**src/alist_pkg.sv**
```systemverilog
// ----------------------------------------------------------------------------
// alist_pkg - shared types and constants of the array list
// Opcodes, status codes, field widths and the cell command struct.
// ----------------------------------------------------------------------------
`default_nettype none

package alist_pkg;

    localparam int CAPACITY_DEF   = 16;
    localparam int DATA_WIDTH_DEF = 32;

    // request / response field widths
    localparam int OPCODE_W = 3;
    localparam int VALUE_W  = 32;
    localparam int POS_W    = 4;
    localparam int STATUS_W = 3;
    localparam int COUNT_W  = 5;

    // cell index and fill widths cover the largest supported capacity (256)
    localparam int IDX_W  = 8;
    localparam int FILL_W = 9;

    typedef enum logic [OPCODE_W-1:0] {
        OPC_PUSH_FRONT = 3'd0,
        OPC_PUSH_BACK  = 3'd1,
        OPC_INSERT     = 3'd2,
        OPC_POP_FRONT  = 3'd3,
        OPC_POP_BACK   = 3'd4,
        OPC_DELETE     = 3'd5
    } opcode_t;

    typedef enum logic [STATUS_W-1:0] {
        ST_OK       = 3'd0,
        ST_EMPTY    = 3'd1,
        ST_FULL     = 3'd2,
        ST_BADPOS   = 3'd3,
        ST_NOTFOUND = 3'd4
    } status_t;

    typedef enum logic [1:0] {
        CELL_HOLD      = 2'd0,
        CELL_INSERT    = 2'd1,
        CELL_POP_FRONT = 2'd2,
        CELL_DELETE    = 2'd3
    } cell_op_t;

    // broadcast to every cell of the row
    typedef struct packed {
        cell_op_t          op;
        logic [IDX_W-1:0]  at;    // slot that takes the new word
        logic [FILL_W-1:0] fill;  // entries currently held
    } cell_cmd_t;

endpackage

`default_nettype wire

```
**src/alist_req_if.sv**
```systemverilog
// ----------------------------------------------------------------------------
// alist_req_if - request channel of the array list
// Valid/ready handshake carrying opcode, value and position.
// ----------------------------------------------------------------------------
`default_nettype none

interface alist_req_if
    import alist_pkg::*;
();
    logic                       valid;
    logic                       ready;
    logic [OPCODE_W-1:0]        opcode;
    logic signed [VALUE_W-1:0]  value;
    logic [POS_W-1:0]           position;

    modport source (output valid, output opcode, output value, output position, input ready);
    modport sink   (input valid, input opcode, input value, input position, output ready);
endinterface

`default_nettype wire

```
**src/alist_rsp_if.sv**
```systemverilog
// ----------------------------------------------------------------------------
// alist_rsp_if - response channel of the array list
// Valid/ready handshake carrying status, count and front entry.
// ----------------------------------------------------------------------------
`default_nettype none

interface alist_rsp_if
    import alist_pkg::*;
();
    logic                       valid;
    logic                       ready;
    logic [STATUS_W-1:0]        status;
    logic [COUNT_W-1:0]         count;
    logic signed [VALUE_W-1:0]  front_value;

    modport source (output valid, output status, output count, output front_value, input ready);
    modport sink   (input valid, input status, input count, input front_value, output ready);
endinterface

`default_nettype wire

```
**src/array_list_insert_delete_top.sv**
```systemverilog
// ----------------------------------------------------------------------------
// array_list_insert_delete_top - bounded ordered list of signed words
// A row of CAPACITY cells that shift as one to open or close gaps.
// ----------------------------------------------------------------------------
// A user sends requests on req: push front, push back, insert at a position,
// pop front, pop back, or delete the first entry equal to value. Each request
// gives exactly one response on rsp: a status (ok, empty, full, bad position,
// not found), the entry count after the request and the entry then at the
// front (zero when the list is empty). A request that fails leaves the list
// untouched. The list lives in a chain of cells, one entry per cell; every
// cell moves in the same clock, so each request is done in the cycle it is
// accepted and its response shows up registered on the next cycle. The
// block takes one request per clock as long as rsp is taken each cycle;
// a response that waits stalls req. The critical path of a delete is the
// compare in each cell plus the match ripple along the row, which grows
// with CAPACITY. Stored words are DATA_WIDTH bits: the low bits of value
// are kept and the front entry is sign-extended back to 32 bits. Entries
// have no reset; only slots below the count are ever read.
// ----------------------------------------------------------------------------
`default_nettype none

module array_list_insert_delete_top
    import alist_pkg::*;
#(
    parameter int CAPACITY   = CAPACITY_DEF,
    parameter int DATA_WIDTH = DATA_WIDTH_DEF
)
(
    input  wire logic   clk,
    input  wire logic   rst_n,
    alist_req_if.sink   req,
    alist_rsp_if.source rsp
);

    localparam int CNT_W = $clog2(CAPACITY + 1);
    localparam int CMP_W = (CNT_W > POS_W) ? CNT_W : POS_W;

    // ---- state ----
    logic [CNT_W-1:0] count_reg;
    logic [CNT_W-1:0] count_next;
    logic             rsp_valid_reg;
    status_t          status_reg;
    status_t          status_next;

    // ---- cell row ----
    cell_cmd_t             cmd;
    cell_op_t              cell_op;
    logic [IDX_W-1:0]      cell_at;
    logic [DATA_WIDTH-1:0] din;
    logic [DATA_WIDTH-1:0] cell_q [CAPACITY];
    logic [CAPACITY:0]     seen_chain;

    logic accept;
    logic full;
    logic empty;
    logic pos_ok;
    logic found;

    // a waiting response holds off the next request
    assign req.ready = !rsp_valid_reg || rsp.ready;
    assign accept    = req.valid && req.ready;

    assign full   = (count_reg == CNT_W'(CAPACITY));
    assign empty  = (count_reg == '0);
    assign pos_ok = (CMP_W'(req.position) < CMP_W'(count_reg));
    assign found  = seen_chain[CAPACITY];

    // low DATA_WIDTH bits of the request word, zero-filled above 32 bits
    assign din = DATA_WIDTH'(64'($unsigned(req.value)));

    // ---- request decode ----
    always_comb
    begin
        status_next = ST_OK;
        count_next  = count_reg;
        cell_op     = CELL_HOLD;
        cell_at     = '0;
        case (opcode_t'(req.opcode))
            OPC_PUSH_FRONT:
            begin
                if (full)
                begin
                    status_next = ST_FULL;
                end
                else
                begin
                    cell_op    = CELL_INSERT;
                    count_next = count_reg + 1'b1;
                end
            end
            OPC_PUSH_BACK:
            begin
                if (full)
                begin
                    status_next = ST_FULL;
                end
                else
                begin
                    // push back is an insert at the first free slot
                    cell_op    = CELL_INSERT;
                    cell_at    = IDX_W'(count_reg);
                    count_next = count_reg + 1'b1;
                end
            end
            OPC_INSERT:
            begin
                if (empty)
                begin
                    status_next = ST_EMPTY;
                end
                else if (!pos_ok)
                begin
                    status_next = ST_BADPOS;
                end
                else if (full)
                begin
                    status_next = ST_FULL;
                end
                else
                begin
                    cell_op    = CELL_INSERT;
                    cell_at    = IDX_W'(req.position);
                    count_next = count_reg + 1'b1;
                end
            end
            OPC_POP_FRONT:
            begin
                if (empty)
                begin
                    status_next = ST_EMPTY;
                end
                else
                begin
                    cell_op    = CELL_POP_FRONT;
                    count_next = count_reg - 1'b1;
                end
            end
            OPC_POP_BACK:
            begin
                if (empty)
                begin
                    status_next = ST_EMPTY;
                end
                else
                begin
                    count_next = count_reg - 1'b1;
                end
            end
            OPC_DELETE:
            begin
                if (empty)
                begin
                    status_next = ST_EMPTY;
                end
                else if (found)
                begin
                    // no match means no cell shifts
                    cell_op    = CELL_DELETE;
                    count_next = count_reg - 1'b1;
                end
                else
                begin
                    status_next = ST_NOTFOUND;
                end
            end
            default:
            begin
                status_next = ST_OK;
            end
        endcase
    end

    // cells move only on an accepted request
    assign cmd.op   = accept ? cell_op : CELL_HOLD;
    assign cmd.at   = cell_at;
    assign cmd.fill = FILL_W'(count_reg);

    assign seen_chain[0] = 1'b0;

    for (genvar i = 0; i < CAPACITY; i++)
    begin : g_cell
        logic [DATA_WIDTH-1:0] left_data;
        logic [DATA_WIDTH-1:0] right_data;

        if (i == 0)
        begin : g_first
            assign left_data = din;  // never taken: slot 0 is never above cmd.at
        end
        else
        begin : g_mid_left
            assign left_data = cell_q[i-1];
        end

        if (i == CAPACITY - 1)
        begin : g_last
            assign right_data = cell_q[i];  // slot past the end, don't care
        end
        else
        begin : g_mid_right
            assign right_data = cell_q[i+1];
        end

        alist_cell #(
            .DATA_WIDTH (DATA_WIDTH),
            .IDX        (i)
        ) u_cell (
            .clk      (clk),
            .cmd      (cmd),
            .din      (din),
            .left     (left_data),
            .right    (right_data),
            .seen_in  (seen_chain[i]),
            .seen_out (seen_chain[i+1]),
            .entry    (cell_q[i])
        );
    end

    // ---- count and response ----
    always_ff @(posedge clk or negedge rst_n)
    begin
        if (!rst_n)
        begin
            count_reg     <= '0;
            rsp_valid_reg <= 1'b0;
        end
        else
        begin
            if (accept)
            begin
                count_reg     <= count_next;
                rsp_valid_reg <= 1'b1;
            end
            else if (rsp.ready)
            begin
                rsp_valid_reg <= 1'b0;
            end
        end
    end

    always_ff @(posedge clk)
    begin
        if (accept)
        begin
            status_reg <= status_next;
        end
    end

    // list state cannot change while a response waits, so the front and
    // count are read straight from the registers
    assign rsp.valid       = rsp_valid_reg;
    assign rsp.status      = status_reg;
    assign rsp.count       = COUNT_W'(count_reg);
    assign rsp.front_value = empty ? '0 : VALUE_W'(signed'(cell_q[0]));

endmodule

`default_nettype wire

```
**src/alist_cell.sv**
```systemverilog
// ----------------------------------------------------------------------------
// alist_cell - one slot of the list
// Holds one entry; loads the request word, takes the left neighbor
// (open a gap) or the right neighbor (close a gap). Ripples the delete match.
// ----------------------------------------------------------------------------
`default_nettype none

module alist_cell
    import alist_pkg::*;
#(
    parameter int DATA_WIDTH = DATA_WIDTH_DEF,
    parameter int IDX        = 0
)
(
    input  wire logic                  clk,
    input  wire cell_cmd_t             cmd,
    input  wire logic [DATA_WIDTH-1:0] din,
    input  wire logic [DATA_WIDTH-1:0] left,
    input  wire logic [DATA_WIDTH-1:0] right,
    input  wire logic                  seen_in,
    output logic                       seen_out,
    output logic [DATA_WIDTH-1:0]      entry
);

    localparam logic [IDX_W-1:0]  MY_IDX  = IDX_W'(IDX);
    localparam logic [FILL_W-1:0] MY_FILL = FILL_W'(IDX);

    logic [DATA_WIDTH-1:0] entry_reg;
    logic [DATA_WIDTH-1:0] entry_next;
    logic                  match;

    // only live slots take part in the search
    assign match    = (MY_FILL < cmd.fill) && (entry_reg == din);
    assign seen_out = seen_in | match;
    assign entry    = entry_reg;

    always_comb
    begin
        entry_next = entry_reg;
        case (cmd.op)
            CELL_INSERT:
            begin
                if (MY_IDX == cmd.at)
                begin
                    entry_next = din;
                end
                else if (MY_IDX > cmd.at)
                begin
                    entry_next = left;
                end
            end
            CELL_POP_FRONT:
            begin
                entry_next = right;
            end
            CELL_DELETE:
            begin
                // the first match and every slot above it close the gap
                if (seen_out)
                begin
                    entry_next = right;
                end
            end
            default:
            begin
                entry_next = entry_reg;
            end
        endcase
    end

    always_ff @(posedge clk)
    begin
        entry_reg <= entry_next;
    end

endmodule

`default_nettype wire

```
**src/flat_wrapper.sv**
```systemverilog
// flat-port wrapper written by rule: the top's interface ports become plain ports
module array_list_insert_delete_top_flat import alist_pkg::*;
#(
    parameter int CAPACITY   = CAPACITY_DEF,
    parameter int DATA_WIDTH = DATA_WIDTH_DEF
)
  (clk, rst_n, req_valid, req_opcode, req_value, req_position, req_ready, rsp_valid, rsp_status, rsp_count, rsp_front_value, rsp_ready);
  alist_req_if req_i ();
  alist_rsp_if rsp_i ();
  input  wire logic clk;
  input  wire logic rst_n;
  input wire logic [$bits(req_i.valid)-1:0] req_valid;
  input wire logic [$bits(req_i.opcode)-1:0] req_opcode;
  input wire logic [$bits(req_i.value)-1:0] req_value;
  input wire logic [$bits(req_i.position)-1:0] req_position;
  output wire logic [$bits(req_i.ready)-1:0] req_ready;
  output wire logic [$bits(rsp_i.valid)-1:0] rsp_valid;
  output wire logic [$bits(rsp_i.status)-1:0] rsp_status;
  output wire logic [$bits(rsp_i.count)-1:0] rsp_count;
  output wire logic [$bits(rsp_i.front_value)-1:0] rsp_front_value;
  input wire logic [$bits(rsp_i.ready)-1:0] rsp_ready;
  assign req_i.valid = req_valid;
  assign req_i.opcode = req_opcode;
  assign req_i.value = req_value;
  assign req_i.position = req_position;
  assign req_ready = req_i.ready;
  assign rsp_valid = rsp_i.valid;
  assign rsp_status = rsp_i.status;
  assign rsp_count = rsp_i.count;
  assign rsp_front_value = rsp_i.front_value;
  assign rsp_i.ready = rsp_ready;
  array_list_insert_delete_top #(.CAPACITY(CAPACITY), .DATA_WIDTH(DATA_WIDTH)) u_core (.clk(clk), .rst_n(rst_n), .req(req_i), .rsp(rsp_i));
endmodule
```
**config.mk**
```make
export PLATFORM = sky130hd
export DESIGN_NAME = array_list_insert_delete_top_flat
export DESIGN_NICKNAME = d
export VERILOG_FILES = /design/src/alist_pkg.sv /design/src/alist_req_if.sv /design/src/alist_rsp_if.sv /design/src/array_list_insert_delete_top.sv /design/src/alist_cell.sv /design/src/flat_wrapper.sv
export SDC_FILE = /design/constraint.sdc
export NUM_CORES = 2
export LEC_CHECK = 0
export ABC_AREA = 0
export BUFFER_PORTS_ARGS = -buffer_cell sky130_fd_sc_hd__buf_2
export CORE_ASPECT_RATIO = 0.7
export CORE_MARGIN = 5
export CORE_UTILIZATION = 45
export DETAILED_ROUTE_END_ITERATION = 10
export PLACE_DENSITY = 0.72
export REMOVE_ABC_BUFFERS = 1
export SYNTH_ARGS = -nofsm -noshare
export SYNTH_HDL_FRONTEND = slang
export SYNTH_SLANG_ARGS = --single-unit
```
**constraint.sdc**
```tcl
create_clock -name clk -period 12.4 [get_ports clk]
set_input_delay 0.62 -clock clk [delete_from_list [all_inputs] [get_ports clk]]
set_output_delay 0.62 -clock clk [all_outputs]
set_load 0.01 [all_outputs]
```
==> results list <==
- The detail route stage leaves a number of antenna-violating nets equal to 0.
* Length of the first detailed-routing pass in iterations: 5
- Power spread over the standard cell area amounts to 123.3 mW/mm².
- Die height: about 250 µm
- At the end of the flow the core is filled with cells to around half.
* Ys async rst share: approximately 1.2%
* Met2 Use GR: between 30% and 40%
- Layout-stage area growth over the synthesis result: 7.973%
- Top-level I/O count: 85
- Setup slack on the worst flop-to-flop path: around 6400 ps
* Number of antenna violations at the first check in global routing: 1
* Top achievable clock speed: ~0.17 GHz
* Hold Fails Final Rpt: 0
- Overall routed net length: about 110 mm
- Biggest area consumer among synthesized cells: sky130_fd_sc_hd__edfxtp_1
- Count of hold buffers inserted by post-cts repair: 1
- The worst register-to-register path begins at u_core.rsp.count[3].
* Layout net count: just under 3000
* Post-Synthesis Cell Area: roughly 0.036 mm²
- VDD sags by at most 0.1129 mV.
- Worst endpoint data arrival time: ~6400 ps
- Number of register bits inferred by synthesis: around 520
- Worst slack at placement: 6456 ps
- The flow ran to the end, and the final reports show no timing, DRC or antenna violations.
* TritonCTS buffer count: 56
- Hold path start: req_valid
- Starting density of the core: 45.13%
* Flip-flop count of the largest register after layout: 512
* Design Power: between 4000 and 5000 µW
- Clock-pin slew was measured on the worst setup and hold paths at ~60 ps.
* Residual DRC count: 0
- Count of buffers added by post-CTS timing repair for setup: 0
- Worst R2R Path Depth: 12
- After clock tree synthesis, the repair step resized 0 gates.
- STA classifies the critical path startpoint as a flip-flop.
- Hold path depth: 2
- Worst Slack Setup Final: 6377 ps
- Lkg Pwr: 0.01271 µW
- Clock latency on the worst-skew pair: approximately 650 ps
- Hold Crit Endpoint: u_core.rsp.valid
- The max-slew violation count came to 0.
- Rel. slew slack: around 18%
* Endpoint of the most critical register-to-register path: u_core.g_cell[1].u_cell.entry[5]
- Data on the critical path is required at its endpoint by roughly 13000 ps.
- The first global-routing pass estimated roughly 160 mm of wire.
- Type of the tightest min-delay check: in -> reg
* Detailed router's first-iteration violation count: approximately 3400
- Total of max-cap violations: 0
- Area share of the largest cell type after synthesis: 42.77%
- The initialized floorplan defines slightly below 90 standard-cell rows.
* Global-route track usage on met3: 12.14%
* Post-synthesis cell type count: 65
- Total global-route track usage: roughly a quarter
- Placeable Area: around 0.08 mm²
- Part of the Yosys area used for sequential elements: between 40% and 50%
- Setup repair after global routing left no endpoint under its margin.
- Worst Tran Pin Value: approximately 1200 ps
* Number of setup violations in the final report: 0
* Sink Count: roughly 520
* Start-to-end type of the worst setup path: reg -> reg
* Shortest clock period the worst path allows after layout: ~6000 ps
* Yosys synthesis warning count: 0
- Width of the die: between 300 and 400 µm
* Share of the cycle needed by the critical path after routing: 48.57%
- For this block, the via count after detailed routing is around 25000.
* Post-DP HPWL: about 83 mm
* Sum of overflow across all layers after global routing: 0
* Met1 demand-to-capacity share in global routing: about two fifths
* Global-route layer with the greatest usage: met1
- Counting flops with a built-in enable in the synthesized netlist gives 515.
* Largest net degree at the start of global routing: ~170
- In this run the number of H-tree levels came out at 2.
- The most used flip-flop cell after synthesis is sky130_fd_sc_hd__edfxtp_1.
* Biggest fanout along the worst timing path: approximately 170
* Layout filler cell count: ~7100
* Top area cells in the synthesized netlist: sky130_fd_sc_hd__edfxtp_1, sky130_fd_sc_hd__mux2_2, sky130_fd_sc_hd__mux2_1
- After detailed routing, the number of vias per cell comes to 6.233.
- 0 antenna diodes ended up in the layout.
- Ratio of cells with drive above 1 in the final layout: roughly 29%
* CP Capture Type: flip-flop
- GP Congestion: 0.9677
- Averaged over all synthesized cells, the footprint is 12.48 µm².
* Instance count of the mapped netlist: a little under 3000
* Clock tree from TritonCTS: done
* Root cell of the clock tree: sky130_fd_sc_hd__clkbuf_16
- Routed length per placed instance: around 28 µm
- PortBufs: 84
* Die Outline Area: around 0.086 mm²
- For the final database, setup skew stands at around 40 ps.
- Via count of the first global-routing pass: between 20000 and 25000
- Longest Clk Path Bufs: 3
==> critical path: stages (launching register included) <==
cell and delay [ps]:
sky130_fd_sc_hd__dfrtp_1 360, sky130_fd_sc_hd__buf_4 230, sky130_fd_sc_hd__nor3_2 690, sky130_fd_sc_hd__o21ai_0 490, sky130_fd_sc_hd__nor4bb_1 250, sky130_fd_sc_hd__and3_1 220, sky130_fd_sc_hd__a2111oi_1 360, sky130_fd_sc_hd__clkdlybuf4s18_2 340
sky130_fd_sc_hd__nand2_1 290, sky130_fd_sc_hd__o31ai_4 340, sky130_fd_sc_hd__buf_12 690, sky130_fd_sc_hd__buf_12 650, sky130_fd_sc_hd__mux2_2 420
==> worst max-delay path by stage <==
stage | startpoint | end | slack [ps]
after floorplan | u_core.rsp.count[2] | u_core.g_cell[5].u_cell.entry[0] | -9690
after global placement | req_value[26] | u_core.g_cell[1].u_cell.entry[13] | 5570
after detailed placement | req_value[26] | u_core.g_cell[5].u_cell.entry[0] | 6460
after CTS | u_core.rsp.count[3] | u_core.g_cell[11].u_cell.entry[20] | 6580
after global routing | u_core.rsp.count[3] | u_core.g_cell[8].u_cell.entry[13] | 6250
final | u_core.rsp.count[3] | u_core.g_cell[1].u_cell.entry[5] | 6380
==> cell usage in the layout, fill, tap and decap left out, types with 11 or more instances in the layout <==
master	n
sky130_fd_sc_hd__buf_2	84
sky130_fd_sc_hd__edfxtp_1	515
sky130_fd_sc_hd__inv_1	14
sky130_fd_sc_hd__nor3_1	28
sky130_fd_sc_hd__o21ai_0	12
sky130_fd_sc_hd__nor2_1	44
sky130_fd_sc_hd__nor4b_1	15
sky130_fd_sc_hd__clkbuf_16	56
sky130_fd_sc_hd__mux2_2	585
sky130_fd_sc_hd__xnor2_1	357
sky130_fd_sc_hd__clkbuf_1	15
sky130_fd_sc_hd__nand2_1	66
sky130_fd_sc_hd__a21oi_1	17
sky130_fd_sc_hd__buf_4	57
sky130_fd_sc_hd__nand4_1	169
sky130_fd_sc_hd__and2_1	40
sky130_fd_sc_hd__xor2_1	160
sky130_fd_sc_hd__mux2_1	369
sky130_fd_sc_hd__nand3_1	25
sky130_fd_sc_hd__nor4_1	90
sky130_fd_sc_hd__clkinv_1	11
==> per-stage QoR <==
stage | instance area, µm² | hold slack, ps | TNS (ps) | instances
after floorplan | 34890 | 324.4 | -2239090 | 2649
after global placement | 37290 | 451.6 | 0 | 3861
after detailed placement | 37310 | 452.7 | 0 | 3862
after CTS | 39040 | 172.3 | 0 | 3963
after global routing | 39040 | 213.1 | 0 | 3963
final | 39040 | 195.0 | 0 | 3963
==> synthesized netlist by cell type (all sizes together) (7+ instances only) <==
master	number
nor2	45
and2	41
nand2b	7
nor4b	17
nand3	25
ha	7
nor3	34
inv	14
o21ai	14
nand2	66
xnor2	357
mux2	954
a21oi	18
mux2i	9
buf	159
nand4	169
clkbuf	89
edfxtp	515
xor2	160
and3	9
nor4	90
a211oi	11
nand4b	7
==> cell type report <==
type                            instances  area, µm²  area share, %
Inverter                               14      52.55         0.1346
Multi-Input combinational cell       2114      19380          49.65
Tap cell                             1068       1336          3.423
Sequential cell                       521      15620          40.00
Clock buffer                           71       1458          3.734
Clock inverter                         29      266.5         0.6827
Timing Repair Buffer                  146      928.4          2.378
==> report_power, final <==
part	leakage (µW)	internal [µW]	switching, µW	total [µW]
Combinational	0.00711	371	648	1020
Clock	0.000838	913	739	1650
Sequential	0.00476	2060	78.9	2140
Total	0.0127	3350	1470	4820
==> cell families (layout without fill, tap and decap cells) <==
group	after synthesis	in the layout	share of synthesized area (%)
simple gates	541	541	8.734
xor+xnor	517	517	12.52
flops	521	521	43.19
mux	963	963	29.96
compound gates	86	86	1.696
fa+ha+maj	7	7	0.2422
buf+inv	262	260	3.658
==> per-layer routing <==
layer	part of all wire (%)	routed length [µm]
met1	46	52190
met2	38	42310
met3	15	16990
met4	0.85	960
met5	0	0
No activity file was read; power rests on OpenSTA's default activity.
